<file path="src/rtl/css_pkg.sv">
// Package: shared types and constants of the checkpoint sequence supervisor
`timescale 1ns / 1ps
package css_pkg;

    localparam int CMD_W  = 2;
    localparam int SLOT_W = 4;
    localparam int POS_W  = 4;
    localparam int CPID_W = 16;
    localparam int KEY_W  = 32;
    localparam int LEN_W  = 5;
    localparam int IDX_W  = 7;

    typedef enum logic [CMD_W-1:0] {
        CMD_CHECKPOINT = 2'd0,
        CMD_ENTRY      = 2'd1,
        CMD_HEADER     = 2'd2
    } t_cmd;

    typedef struct packed {
        logic              hdr_we;
        logic              ent_we;
        logic [SLOT_W-1:0] slot;
        logic [POS_W-1:0]  position;
        logic [CPID_W-1:0] cpid;
        logic [KEY_W-1:0]  key;
        logic [LEN_W-1:0]  len;
    } t_load;

    typedef struct packed {
        logic             valid;
        logic [KEY_W-1:0] key;
        logic             violation;
    } t_report;

endpackage

</file>
<file path="src/rtl/css_ram.sv">
// Generic single-write, single-read RAM with registered read data
`timescale 1ns / 1ps
module css_ram #(
    parameter int WIDTH = 16,
    parameter int DEPTH = 16,
    localparam int AW = (DEPTH > 1) ? $clog2(DEPTH) : 1
) (
    input  logic             i_clk,
    input  logic             i_we,
    input  logic [AW-1:0]    i_waddr,
    input  logic [WIDTH-1:0] i_wdata,
    input  logic [AW-1:0]    i_raddr,
    output logic [WIDTH-1:0] o_rdata
);

    logic [WIDTH-1:0] r_mem [DEPTH];
    logic [WIDTH-1:0] r_rdata;

    always_ff @(posedge i_clk) begin
        if (i_we) begin
            r_mem[i_waddr] <= i_wdata;
        end
        r_rdata <= r_mem[i_raddr];
    end

    assign o_rdata = r_rdata;

endmodule

</file>
<file path="src/rtl/css_cell.sv">
// Monitor cell: one monitor's key, length, cursor and sequence memory
`timescale 1ns / 1ps
module css_cell #(
    parameter int IDX       = 0,
    parameter int SEQ_DEPTH = 16,
    parameter int EW        = 16,
    localparam int AW = (SEQ_DEPTH > 1) ? $clog2(SEQ_DEPTH) : 1,
    localparam int LW = $clog2(SEQ_DEPTH + 1)
) (
    input  logic             i_clk,
    input  logic             i_rst_n,
    input  css_pkg::t_load   i_load,
    input  logic             i_adv,
    input  logic             i_tok,
    input  logic [EW-1:0]    i_id,
    output logic             o_tok,
    output logic [EW-1:0]    o_id,
    output css_pkg::t_report o_rep
);

    logic                          r_tok;
    logic [EW-1:0]                 r_id;
    logic [AW-1:0]                 r_cur;
    logic [LW-1:0]                 r_len;
    logic [css_pkg::KEY_W-1:0]     r_key;

    logic                          hit;
    logic [css_pkg::IDX_W-1:0]     pos_x;
    logic [css_pkg::IDX_W-1:0]     len_x;
    logic [LW-1:0]                 len_sat;
    logic                          ent_we;
    logic [EW-1:0]                 rdata;
    logic [LW-1:0]                 nxt;
    logic                          active;
    logic                          match;
    logic                          wrap;

    assign hit     = (css_pkg::IDX_W'(i_load.slot) == css_pkg::IDX_W'(IDX));
    assign pos_x   = css_pkg::IDX_W'(i_load.position);
    assign len_x   = css_pkg::IDX_W'(i_load.len);
    assign len_sat = (len_x > css_pkg::IDX_W'(SEQ_DEPTH)) ? LW'(SEQ_DEPTH) : LW'(len_x);
    assign ent_we  = i_load.ent_we && hit && (pos_x < css_pkg::IDX_W'(SEQ_DEPTH));

    css_ram #(
        .WIDTH (EW),
        .DEPTH (SEQ_DEPTH)
    ) u_seq_ram (
        .i_clk   (i_clk),
        .i_we    (ent_we),
        .i_waddr (pos_x[AW-1:0]),
        .i_wdata (i_load.cpid[EW-1:0]),
        .i_raddr (r_cur),
        .o_rdata (rdata)
    );

    assign nxt    = LW'(r_cur) + LW'(1);
    assign active = r_tok && (r_len != '0);
    assign match  = (rdata == r_id);
    assign wrap   = (nxt >= r_len);

    always_comb begin
        o_rep.valid     = active && ((match && wrap) || (!match && (r_cur != '0)));
        o_rep.key       = r_key;
        o_rep.violation = !match;
    end

    always_ff @(posedge i_clk) begin
        if (!i_rst_n) begin
            r_tok <= 1'b0;
            r_cur <= '0;
            r_len <= '0;
        end else begin
            if (i_adv) begin
                r_tok <= i_tok;
            end
            if (i_load.hdr_we && hit) begin
                r_len <= len_sat;
                r_cur <= '0;
            end else if (i_adv && active && match) begin
                r_cur <= wrap ? '0 : AW'(nxt);
            end
        end
    end

    always_ff @(posedge i_clk) begin
        if (i_adv) begin
            r_id <= i_id;
        end
        if (i_load.hdr_we && hit) begin
            r_key <= i_load.key;
        end
    end

    assign o_tok = r_tok;
    assign o_id  = r_id;

endmodule

</file>
<file path="config.mk">
export PLATFORM = sky130hd
export DESIGN_NAME = css_cell
export DESIGN_NICKNAME = d
export VERILOG_FILES = /design/src/rtl/css_pkg.sv /design/src/rtl/css_ram.sv /design/src/rtl/css_cell.sv
export SDC_FILE = /design/constraint.sdc
export NUM_CORES = 1
export LEC_CHECK = 0
export ABC_CLOCK_PERIOD_IN_PS = 10100
export BUFFER_PORTS_ARGS = -buffer_cell sky130_fd_sc_hd__buf_2
export CAP_MARGIN = 10
export CORE_UTILIZATION = 54
export CTS_CLUSTER_SIZE = 28
export DETAILED_ROUTE_END_ITERATION = 16
export PLACE_DENSITY = 0.75
export REMOVE_ABC_BUFFERS = 1
export SLEW_MARGIN = 5
export SYNTH_ARGS = -nofsm -noshare
export SYNTH_HDL_FRONTEND = slang
export SYNTH_SLANG_ARGS = --single-unit
</file>
<file path="constraint.sdc">
create_clock -name i_clk -period 10.1 [get_ports i_clk]
set_input_delay 3.03 -clock i_clk [delete_from_list [all_inputs] [get_ports i_clk]]
set_output_delay 3.03 -clock i_clk [all_outputs]
set_load 0.03 [all_outputs]
</file>
; After elaboration in Yosys (flattened, before gate mapping)
; Memories as Yosys holds them, arrays and structs flattened. A register that Yosys moved wholly into a read port is not among the register bits.
; Cells that the tools add are included.
[word_totals]
ff_bits = 58
mem_bits_rw = 256
in_bits = 83
word_cells = 31
n_memories = 1
[op_classes]
add_sub_neg = 1
order_cmp = 3
eq_ne = 1
muxes = 4
bitwise_logic = 1
n_reduce_logical = 15
[mem_list]
columns = name, words, word_bits, rd, rd_clocked_by_memory_dff, wr, line
row1 = u_seq_ram.r_mem, 16, 16, 1, 1, 1, css_ram.sv:16  ; logic [WIDTH-1:0] r_mem [DEPTH];
[op_table]
columns = cell, n
row1 = $eq 16x16->1, 1
row2 = $logic_and 1x1->1, 9
row3 = $add 4x1->5 const B, 1
row4 = $ge 5x5->1, 1
row5 = $gt 5x5->1 const B, 1
row6 = $lt 4x5->1 const B, 1
row7 = $mux 5, 1
row8 = $reduce_bool 5->1, 1
row9 = $logic_not 4->1, 1
row10 = $mux 4, 1
row11 = $reduce_bool 4->1, 1
row12 = $mux 1, 2
row13 = $reduce_or 2->1, 1
row14 = $logic_not 1->1, 1
row15 = $logic_or 1x1->1, 1
row16 = $not 1->1, 1

; Depth between registers and ports, before layout
[depth]
ltp_word = 5
depth_mapped = 9
mapped_depth_nobuf = 7

; Cells and area by module
; From an unflattened synthesis, not the netlist that was laid out.
[hier_totals]
cells_unflattened = 580
area_unflattened_um2 = 12300.5
[modules_own_cells]
columns = module, n_inst, cells_per_inst, area_per_inst_um2, seq_area_each_um2
row1 = css_ram, 1, 432, 10043.4, 8007.7
row2 = css_cell, 1, 148, 2257.2, 1641.6

; Worst setup path after synthesis
; No wires, ideal clock.
[synth_timing]
path_kind = register -> output
from = reg r_cur[1]
to = out o_rep[33] (netlist name)
t_arrival_ns = 2.788
required_time_ns = 7.070
path_slack_ns = 4.282
stages_incl_launch_ff = 10
n_path_buf = 2
path_cell_list = dfxtp_1 clkbuf_1 buf_2 inv_1 ha_1 ha_1 a211oi_1 o31ai_1 nor2_1 nor3_1
[synth_rtl]
columns = item, line
row1 = "start, declared", css_cell.sv:23  ; logic [AW-1:0] r_cur;
row2 = "start signal, assigned", css_cell.sv:80  ; r_cur <= wrap ? '0 : AW'(nxt);
row3 = "end, declared", css_cell.sv:18  ; output css_pkg::t_report o_rep

==> flow_summary.ini <==
[sta]
hold_viol = 0
rsz0062_at_grt = false
max_freq_mhz = 152
fin_worst_skew_ns = 0.00753
period_minus_slack_ns = 6.58
worst_pin_slew_ns = 1.26
min_period_over_period = 0.651
report.final.setup_viol = 0
finalMaxSlewViolations = 0
relSlewSlack = 0.156
finalSetupTns_ns = 0

[layout]
stdcell_area_mm2 = 0.0145
drive_gt1_frac = 0.391
fin_util = 0.658
syn_to_final_growth_pct = 18.2
layout.nets = 805

[cts]
ctsLongestPathBuffers = 3
cts_hold_buf = 0
insertion_delay_ns = 0.51
cts_resized = 0
cts_root_buf = clkbuf_16
path_clk_slew_ns = 0.06
cts_buffers = 35
cts_tree = done
cts-htree-levels = 2
cts.sinks = 330
postCtsSetupBuffers = 0

[worst_setup_path]
startpoint = r_cur[1]
crit_chain = buf_4, ha_1, xor2_1, ha_1, a211oi_1, o31ai_1, nor2_1, nor3_1, buf_2
r2r_start = r_cur[1]
cp_slowest_cell = buf_4
cp-start-kind = register
critPathMaxStageDelay_ns = 0.73
critical_path_required_ns = 7.07
rrSetupSlack_ns = 7.05
cp_common_cell = ha_1
crit_arrival_ns = 3.55
cp_max_fo = 68
critPathCaptureType = output pin
worstSetupPathType = reg2out

[power]
powerDensity_mw_per_mm2 = 195
leakage_uw = 0.00482
peakVddDrop_mv = 0.161

[drt]
vias_per_cell = 6.11
wl_per_cell_um = 26.0
drt_iter0_drc = 677
drtAntennaViolNets = 0
dr.pass1.iters = 5
totalWireLength_um = 26600
drc = 0
vias = 6237

[synth]
synth_cells = 545
synth_cell_types = 36
avgSynthCellArea_um2 = 22.6
synth_mux_area_frac = 0.147
synth_common_cells = 304 x edfxtp_1, 80 x mux4_2, 26 x dfxtp_1
synth_edf_count = 304
synthAdderAreaFrac = 0.00713
ys.flop_type = edfxtp_1
synth_top_cell_area_share = 0.743
synth_compound_area_frac = 0.00865
yosys_warnings = 0
ys_top_cells_by_area = edfxtp_1 74%, mux4_2 15%, dfxtp_1 4.2%
synth-seq-cells = 330
synth_largest_area_cell = edfxtp_1
synth_xor_area_frac = 0.0128
synth_most_common_cell = edfxtp_1
async_flop_share = 0
synth_top_family_by_area = multiplexers
synthSimpleGateAreaFrac = 0.0269
synth_area_mm2 = 0.0123
seq_area_frac_synth = 0.785

[flow_run]
cap_violations = 0

[hold_path]
hp-class = reg2reg
min_from = r_len[4]

[die]
pin_count = 134
die_w_um = 153
rows = 54
die-area_mm2 = 0.0234
core_area_mm2 = 0.0221
start_util = 0.556
die_height_um = 153

[global_route]
grt_max_degree = 69
grt_pass1_wl_um = 39400
grt_use_total = 0.234
grt_overflow_total = 0
grt_pass1_vias = 6483
antenna_found_initial = 1

[run_status]
status = complete, no violations

[placed_design]
dpl.hpwl_um = 15900
gp_congestion = 0.847
place_area_mm2 = 0.0134
port_buffers = 133
## cells by family (layout without fill, tap and decap cells)
logic type,Yosys count,count (layout)
compound gates,18,18
simple gates,62,62
mux,81,81
buf+inv,29,224
flops,330,330
fa+ha+maj,7,7
other cells,0,1
xor+xnor,18,18
## layout by cell type (no fill, tap or decap), types with 2 or more instances in the layout
cell type  count
clkbuf_8       5
clkbuf_16     37
dfxtp_1       24
mux4_2        80
edfxtp_1     304
bufinv_16      2
buf_4         20
clkbuf_1      11
inv_1          8
or4_1          3
nand2_1        9
nor4_1         6
nor3b_1        5
nor2b_1        5
clkinv_2       2
a21oi_1        8
nand4_1        2
ha_1           7
nand2b_1       4
nor3_2         4
buf_2        133
nor2_1        17
o21ai_0        4
clkinv_1       3
xor2_1        17
## power breakdown
group          total, uW  switching (uW)  internal (uW)
Sequential          1510            5.90           1500
Clock               1260             497            760
Combinational       68.5            47.0           21.5
## metal layers
metal | GRT usage | vias up | wire, um
met2 | 0.393 | 384 | 13500
met3 | 0.0425 | 46 | 2310
met1 | 0.313 | 3207 | 10200
met5 | 0 | - | 0
met4 | 0.0813 | 0 | 546
li1 | - | 2600 | -
## registers in the layout, summed over array words and instances, names as in the netlist
signal / flops
o_id: 16
o_tok: 1
r_cur: 4
r_key: 32
r_len: 5
u_seq_ram.o_rdata: 16
u_seq_ram.r_mem: 256
## worst max-delay path: cells and delay by family, from the launching register on
kind / cells / cell delay (ns)
buf+inv: 2 / 0.96
compound gates: 2 / 0.61
fa+ha+maj: 2 / 0.60
flops: 1 / 0.31
simple gates: 2 / 0.28
xor+xnor: 1 / 0.21
## area by class of cell
cell class	instances	area, um^2
antenna	1	2.50
clock buffer	53	1040
clock inverter	9	100
fill	1403	7560
inverter	8	30.0
multi-input combinational	186	2510
sequential	330	9650
tap	280	350
timing repair buffer	154	843
## stage by stage
stage / worst slack [ns] / power [uW] / cells / hold WS (ns)
5_1_grt: 3.37 / 2910 / 1020 / 0.498
2_1_floorplan: 2.18 / 1560 / 524 / 0.443
3_3_place_gp: 4.25 / 1600 / 957 / 0.461
3_5_place_dp: 4.15 / 1600 / 957 / 0.476
6_report: 3.52 / 2830 / 1021 / 0.486
4_1_cts: 3.60 / 2850 / 1019 / 0.485
## final timing paths
kind	endpoint	depth (start not counted)
max	o_rep[33]	9
min	r_len[4]	2
max reg2reg	r_cur[2]	8
min reg2reg	r_len[4]	2
Power figures use the tool's default switching activity.
